[src/rtl/rap_pkg.sv]
// ----------------------------------------------------------------------------
// rap_pkg
// Shared types, codes and the sine table generator for the point rotation block.
// ----------------------------------------------------------------------------
package rap_pkg;

   // Fixed widths of the configuration registers.
   localparam int AXIS_WIDTH  = 2;
   localparam int ANGLE_WIDTH = 9;

   // Quarter-wave table spans 0 to 90 degrees inclusive.
   localparam int TABLE_LAST  = 90;
   localparam int TABLE_IDX_W = 7;

   // Angle breakpoints in degrees.
   localparam int QUARTER_TURN = 90;
   localparam int HALF_TURN    = 180;
   localparam int THREE_QUARTER_TURN = 270;
   localparam int FULL_TURN    = 360;

   // Pi in Q2.30, used when the table is generated at elaboration.
   localparam longint unsigned PI_Q30 = 64'd3373259426;

   // Configuration register indexes.
   localparam logic CSR_AXIS  = 1'b0;
   localparam logic CSR_ANGLE = 1'b1;

   // Rotation axis codes; the spare code leaves points unchanged.
   typedef enum logic [AXIS_WIDTH-1:0] {
      AXIS_X    = 2'd0,
      AXIS_Y    = 2'd1,
      AXIS_Z    = 2'd2,
      AXIS_NONE = 2'd3
   } axis_type;

   // Per-stage load enables of the arithmetic pipeline.
   typedef struct packed {
      logic load;
      logic mul;
      logic rnd;
      logic sum;
   } stage_ctl_type;

   // One quarter-wave sine entry, round(2^frac * sin(deg)), from a fixed-point
   // Taylor series in Q30. Only evaluated on constants during elaboration.
   function automatic longint unsigned sine_entry(input int unsigned deg,
                                                  input int unsigned frac);
      longint unsigned x;
      longint unsigned x2;
      longint unsigned term;
      longint unsigned pos;
      longint unsigned neg;
      x    = (64'(deg) * PI_Q30 + 64'd90) / 64'd180;
      x2   = (x * x) >> 30;
      term = x;
      pos  = x;
      neg  = 64'd0;
      for (int k = 1; k <= 10; k++) begin
         term = (term * x2) >> 30;
         // Series denominators (2k)(2k+1) for k from one to ten.
         unique case (k)
            1:       term = term / 64'd6;
            2:       term = term / 64'd20;
            3:       term = term / 64'd42;
            4:       term = term / 64'd72;
            5:       term = term / 64'd110;
            6:       term = term / 64'd156;
            7:       term = term / 64'd210;
            8:       term = term / 64'd272;
            9:       term = term / 64'd342;
            default: term = term / 64'd420;
         endcase
         if ((k % 2) == 1) begin
            neg = neg + term;
         end else begin
            pos = pos + term;
         end
      end
      return ((pos - neg) * (64'd1 << frac) + (64'd1 << 29)) >> 30;
   endfunction

endpackage

[src/rtl/rap_lane.sv]
// ----------------------------------------------------------------------------
// rap_lane
// One output coordinate: two products, rounding, sum or difference, saturation.
// ----------------------------------------------------------------------------
module rap_lane #(
   parameter int COORD_WIDTH = 32,
   parameter int COEF_WIDTH  = 16
) (
   input  logic                           clock,
   input  rap_pkg::stage_ctl_type         ctl,
   input  logic signed [COORD_WIDTH-1:0]  op_u,
   input  logic signed [COORD_WIDTH-1:0]  op_v,
   input  logic signed [COEF_WIDTH-1:0]   op_ku,
   input  logic signed [COEF_WIDTH-1:0]   op_kv,
   input  logic                           op_sub,
   output logic signed [COORD_WIDTH-1:0]  result
);
   import rap_pkg::*;

   localparam int FRAC = COEF_WIDTH - 2;
   localparam int PW   = COORD_WIDTH + COEF_WIDTH;
   localparam int RW   = COORD_WIDTH + 2;
   localparam int SW   = COORD_WIDTH + 3;
   localparam logic signed [PW-1:0] HALF_ULP = {{(PW-1){1'b0}}, 1'b1} << (FRAC - 1);
   localparam logic signed [SW-1:0] SAT_MAX  = SW'({1'b0, {(COORD_WIDTH-1){1'b1}}});
   localparam logic signed [SW-1:0] SAT_MIN  = ~SAT_MAX;

   logic signed [COORD_WIDTH-1:0] u_ff, v_ff;
   logic signed [COEF_WIDTH-1:0]  ku_ff, kv_ff;
   logic                          sub1_ff, sub2_ff, sub3_ff;
   logic signed [PW-1:0]          pu_ff, pu_in, pv_ff, pv_in;
   logic signed [PW-1:0]          pu_sh, pv_sh;
   logic signed [RW-1:0]          ru_ff, rv_ff;
   logic signed [SW-1:0]          sum;
   logic signed [COORD_WIDTH-1:0] res_ff, res_in;

   // Products in full precision.
   assign pu_in = PW'(u_ff) * PW'(ku_ff);
   assign pv_in = PW'(v_ff) * PW'(kv_ff);

   // Round each product to nearest, ties upward.
   assign pu_sh = (pu_ff + HALF_ULP) >>> FRAC;
   assign pv_sh = (pv_ff + HALF_ULP) >>> FRAC;

   // Exact sum or difference, then clamp to the coordinate range.
   always_comb begin
      if (sub3_ff) begin
         sum = SW'(ru_ff) - SW'(rv_ff);
      end else begin
         sum = SW'(ru_ff) + SW'(rv_ff);
      end
      priority if (sum > SAT_MAX) begin
         res_in = SAT_MAX[COORD_WIDTH-1:0];
      end else if (sum < SAT_MIN) begin
         res_in = SAT_MIN[COORD_WIDTH-1:0];
      end else begin
         res_in = sum[COORD_WIDTH-1:0];
      end
   end

   // Pipeline registers, each stage loads when its enable is set.
   always_ff @(posedge clock) begin
      if (ctl.load) begin
         u_ff    <= op_u;
         v_ff    <= op_v;
         ku_ff   <= op_ku;
         kv_ff   <= op_kv;
         sub1_ff <= op_sub;
      end
      if (ctl.mul) begin
         pu_ff   <= pu_in;
         pv_ff   <= pv_in;
         sub2_ff <= sub1_ff;
      end
      if (ctl.rnd) begin
         ru_ff   <= pu_sh[RW-1:0];
         rv_ff   <= pv_sh[RW-1:0];
         sub3_ff <= sub2_ff;
      end
      if (ctl.sum) begin
         res_ff  <= res_in;
      end
   end

   assign result = res_ff;

endmodule

[config.mk]
export PLATFORM = sky130hd
export DESIGN_NAME = rap_lane
export DESIGN_NICKNAME = d
export VERILOG_FILES = /design/src/rtl/rap_pkg.sv /design/src/rtl/rap_lane.sv
export SDC_FILE = /design/constraint.sdc
export NUM_CORES = 2
export LEC_CHECK = 0
export BUFFER_PORTS_ARGS = -buffer_cell sky130_fd_sc_hd__buf_2
export CORE_UTILIZATION = 60
export CTS_CLUSTER_DIAMETER = 30
export DETAILED_ROUTE_END_ITERATION = 8
export PLACE_DENSITY = 0.84
export SYNTH_ARGS = -nofsm -noshare
export SYNTH_HDL_FRONTEND = slang
export SYNTH_SLANG_ARGS = --single-unit
[constraint.sdc]
create_clock -name clock -period 8.81 [get_ports clock]
set_input_delay 2.643 -clock clock [delete_from_list [all_inputs] [get_ports clock]]
set_output_delay 2.643 -clock clock [all_outputs]
set_load 0.1 [all_outputs]
==> results by group <==
Run status
  • Status: complete, but fails checks
  • Failing checks: design-rule violations

Finish
  • # diodes: 0
  • Share of post-route cells with drive strength above 1: 6.624%
  • Fin util: 65.28%
  • Final Instance Count excl. Fillers: 5916
  • Fin nets: 6158
  • Layout area overhead: 7.655%
  • Fillers: 5770

Setup path
  • Worst path required time: 9.17 ns
  • Worst R2R Setup Slack: 1.11 ns
  • Critical path origin: kv_ff[2]$_DFFE_PP_
  • FF-to-FF path depth: 21
  • Critical path's slowest cell: edfxtp_1
  • CP arrival: 8.06 ns
  • Critical Path Max Stage Delay: 1.05 ns
  • Crit path capture type: flip-flop
  • Top cell by count, worst path: fa_1
  • Cell Chain, Critical Path: buf_4 -> nand2_1 -> fa_1 -> fa_1 -> fa_1 -> inv_1 -> fa_1 -> fa_1 -> inv_1 -> fa_1 -> inv_1 -> ha_1 -> a21o_1 -> and4_1 -> a2111oi_0 -> o21ai_0 -> a221o_1 -> a31oi_1 -> o211ai_1 -> a21oi_1 -> xnor2_1
  • Setup CP Type: flip-flop to flip-flop
  • Reg-to-reg startpoint: kv_ff[2]$_DFFE_PP_
  • End point of the critical path: pv_ff[44]$_DFFE_PP_
  • Reg2reg end: pv_ff[44]$_DFFE_PP_
  • Critical path peak fanout: 21
  • CP Launch Type: flip-flop

Global route
  • Vias in the first global route: 36610
  • Tot GR Track Use: 28.87%
  • First-pass GRT wire length: 180200 µm
  • Overflow left after global routing: 0
  • Initial antenna violation count: 2
  • Largest net degree at the start of global routing: 72

STA
  • Tmin final: 7.704 ns
  • Setup TNS Final: 0 ns
  • Period utilization: 87.44%
  • RSZ-0062 raised after global routing: no
  • Worst hold slack: 0.4180 ns
  • Worst slew pin tran: 1.315 ns
  • Slew Viols, Final: 0
  • # setup viols final: 0
  • Clk_skew: 0.02789 ns
  • Final hold vios: 0
  • FMAX: 0.1298 GHz
  • Rel. slew slack: 12.33%

Floorplanning
  • Boundary Pins: 134
  • Initial Utilization: 60.64%
  • Site Rows: 102
  • Chip height: 281.6 µm
  • Die X: 281.6 µm
  • Core Area: 77340 µm²
  • Die area: 79280 µm²

Clocking
  • CTS tree: built
  • Resize count post-CTS: 0
  • Clk_lat worst skew: 0.63 ns
  • Setup Fix Bufs, Post-CTS: 0
  • Num CTS Buffers: 60
  • Root Buffer: clkbuf_16
  • H-tree depth: 2
  • Clock Tree Buf Depth: 3
  • Hold-fix buffers at CTS: 0
  • CTS Sinks: 269
  • Clock-pin slew on the worst setup and hold paths: 0.05 ns

Yosys
  • Sequential area share after synthesis: 17.22%
  • Syn_nets: 6109
  • Mapped Area: 46900 µm²
  • Synth warn: 0
  • Synth async-reset ratio: 0%
  • Number of synthesized flops with an enable pin: 269
  • Post-synthesis register bit count: 269
  • Syn Inst Count: 4777
  • Distinct cell type count after synthesis: 83
  • Primary FF master, synth: edfxtp_1
  • Syn avg cell area: 9.817 µm²

Route
  • DRC viols: 1
  • DRT Pass-1 Iters: 8
  • Wire per inst: 18.22 µm
  • Via density per instance: 5.630
  • Post-route antenna net violation count: 0
  • DR iter-0 viols: 2605
  • Total number of vias: 33310
  • Final WL: 107800 µm

Place
  • Post-detailed-placement half-perimeter wirelength: 83460 µm
  • Port buffer count: 133
  • Placed Cells: 5804
  • Gpl congestion: 0.9130

Job
  • Max cap viols: 0

Worst hold path
  • Hold Path Class: flip-flop to flip-flop
sequential cells by signal, summed over array words and instances (netlist names):
name,cells
sub3_ff,1
v_ff,32
kv_ff,16
result,32
sub1_ff,1
rv_ff,34
ku_ff,16
sub2_ff,1
pv_ff,35
ru_ff,34
pu_ff,35
u_ff,32
stage by stage:
| step | worst slack, ns | area [µm²] |
|---|---|---|
| 6_report | 1.106 | 50490 |
| 3_3_place_gp | 1.411 | 48390 |
| 4_1_cts | 1.189 | 50490 |
| 3_5_place_dp | 1.223 | 48390 |
| 2_1_floorplan | 2.433 | 46900 |
| 5_1_grt | 0.6266 | 50490 |
layer usage:
metal  GRT usage [%]  part of all wire (%)
met1           36.48                    37
met2           48.93                    50
met3           5.088                   8.9
met4           12.54                   4.4
met5               0                 0.024
area by class of cell:
class	count	area (µm²)	area share [%]
inverter	1133	4253	8.424
timing repair buffer	169	938.4	1.859
sequential	269	8078	16.00
tap	1040	1301	2.577
clock buffer	63	1555	3.081
clock inverter	49	545.5	1.081
multi-input combinational	3193	33810	66.98
cells in the final DEF, fill, tap and decap left out, types with 7 or more instances in the layout:
cell       instances
fa_1             971
and3_1            33
nor3_1            20
nand3_1           48
clkinv_2          12
inv_1           1132
or2_2              9
xnor2_1          150
nor2_1           126
nand2b_1          20
xor2_1            62
nor2b_1           11
bufinv_16          9
clkbuf_16         62
nand4_1           36
a21oi_1          124
nand2_1          640
buf_4             37
clkinv_4           9
o211ai_1          11
o21ai_0           52
a211oi_1          15
ha_1             259
edfxtp_1         269
o21bai_1          17
and4_1             7
a21o_1            55
and2_1           407
a31oi_1           13
buf_2            132
o21ai_2           12
cells by family after synthesis:
| logic type | count (synthesis) | synth area share (%) |
|---|---|---|
| and+or+nand+nor | 1383 | 14.36 |
| AOI/OAI and AO/OA | 363 | 5.256 |
| muxes | 2 | 0.04269 |
| xor gates and xnor gates | 215 | 4.087 |
| DFF | 269 | 17.22 |
| adders and majority gates | 1230 | 48.36 |
| buffers and inverters | 1315 | 10.67 |
critical path: cells and delay by family, from the launching register on:
family	cells	cell delay [ns]
buf+inv	4	0.48
xor+xnor	1	0.08
fa+ha+maj	7	3.33
flops	1	1.05
compound gates	7	2.22
simple gates	2	0.28
worst min-delay path by stage:
stage	from	endpoint	cells past startpoint
CTS	sub2_ff$_DFFE_PP_	sub3_ff$_DFFE_PP_	0
floorplan	sub1_ff$_DFFE_PP_	sub2_ff$_DFFE_PP_	0
global route	sub2_ff$_DFFE_PP_	sub3_ff$_DFFE_PP_	0
detailed placement	sub2_ff$_DFFE_PP_	sub3_ff$_DFFE_PP_	0
global placement	sub2_ff$_DFFE_PP_	sub3_ff$_DFFE_PP_	0
finish	sub2_ff$_DFFE_PP_	sub3_ff$_DFFE_PP_	0
Yosys cell counts (7+ instances only):
cell type / number / area [µm²]
a211oi_1: 15 / 112.6
a21o_1: 55 / 412.9
a21oi_1: 124 / 620.6
a31oi_1: 13 / 81.33
and2_1: 407 / 2546
and3_1: 33 / 206.5
and4_1: 7 / 61.31
clkbuf_1: 166 / 623.1
edfxtp_1: 269 / 8078
fa_1: 971 / 19440
ha_1: 259 / 3241
inv_1: 1132 / 4249
nand2_1: 640 / 2402
nand2b_1: 20 / 125.1
nand3_1: 48 / 240.2
nand4_1: 36 / 225.2
nor2_1: 126 / 473.0
nor2b_1: 11 / 68.82
nor3_1: 20 / 100.1
o211ai_1: 11 / 82.58
o21ai_0: 52 / 260.3
o21ai_2: 12 / 105.1
o21bai_1: 17 / 127.6
or2_2: 9 / 56.30
xnor2_1: 150 / 1314
xor2_1: 62 / 543.0
Power is left out: the tool's default activity adds up to more than one toggle a clock period on the data nets, which glitch-free logic cannot reach.
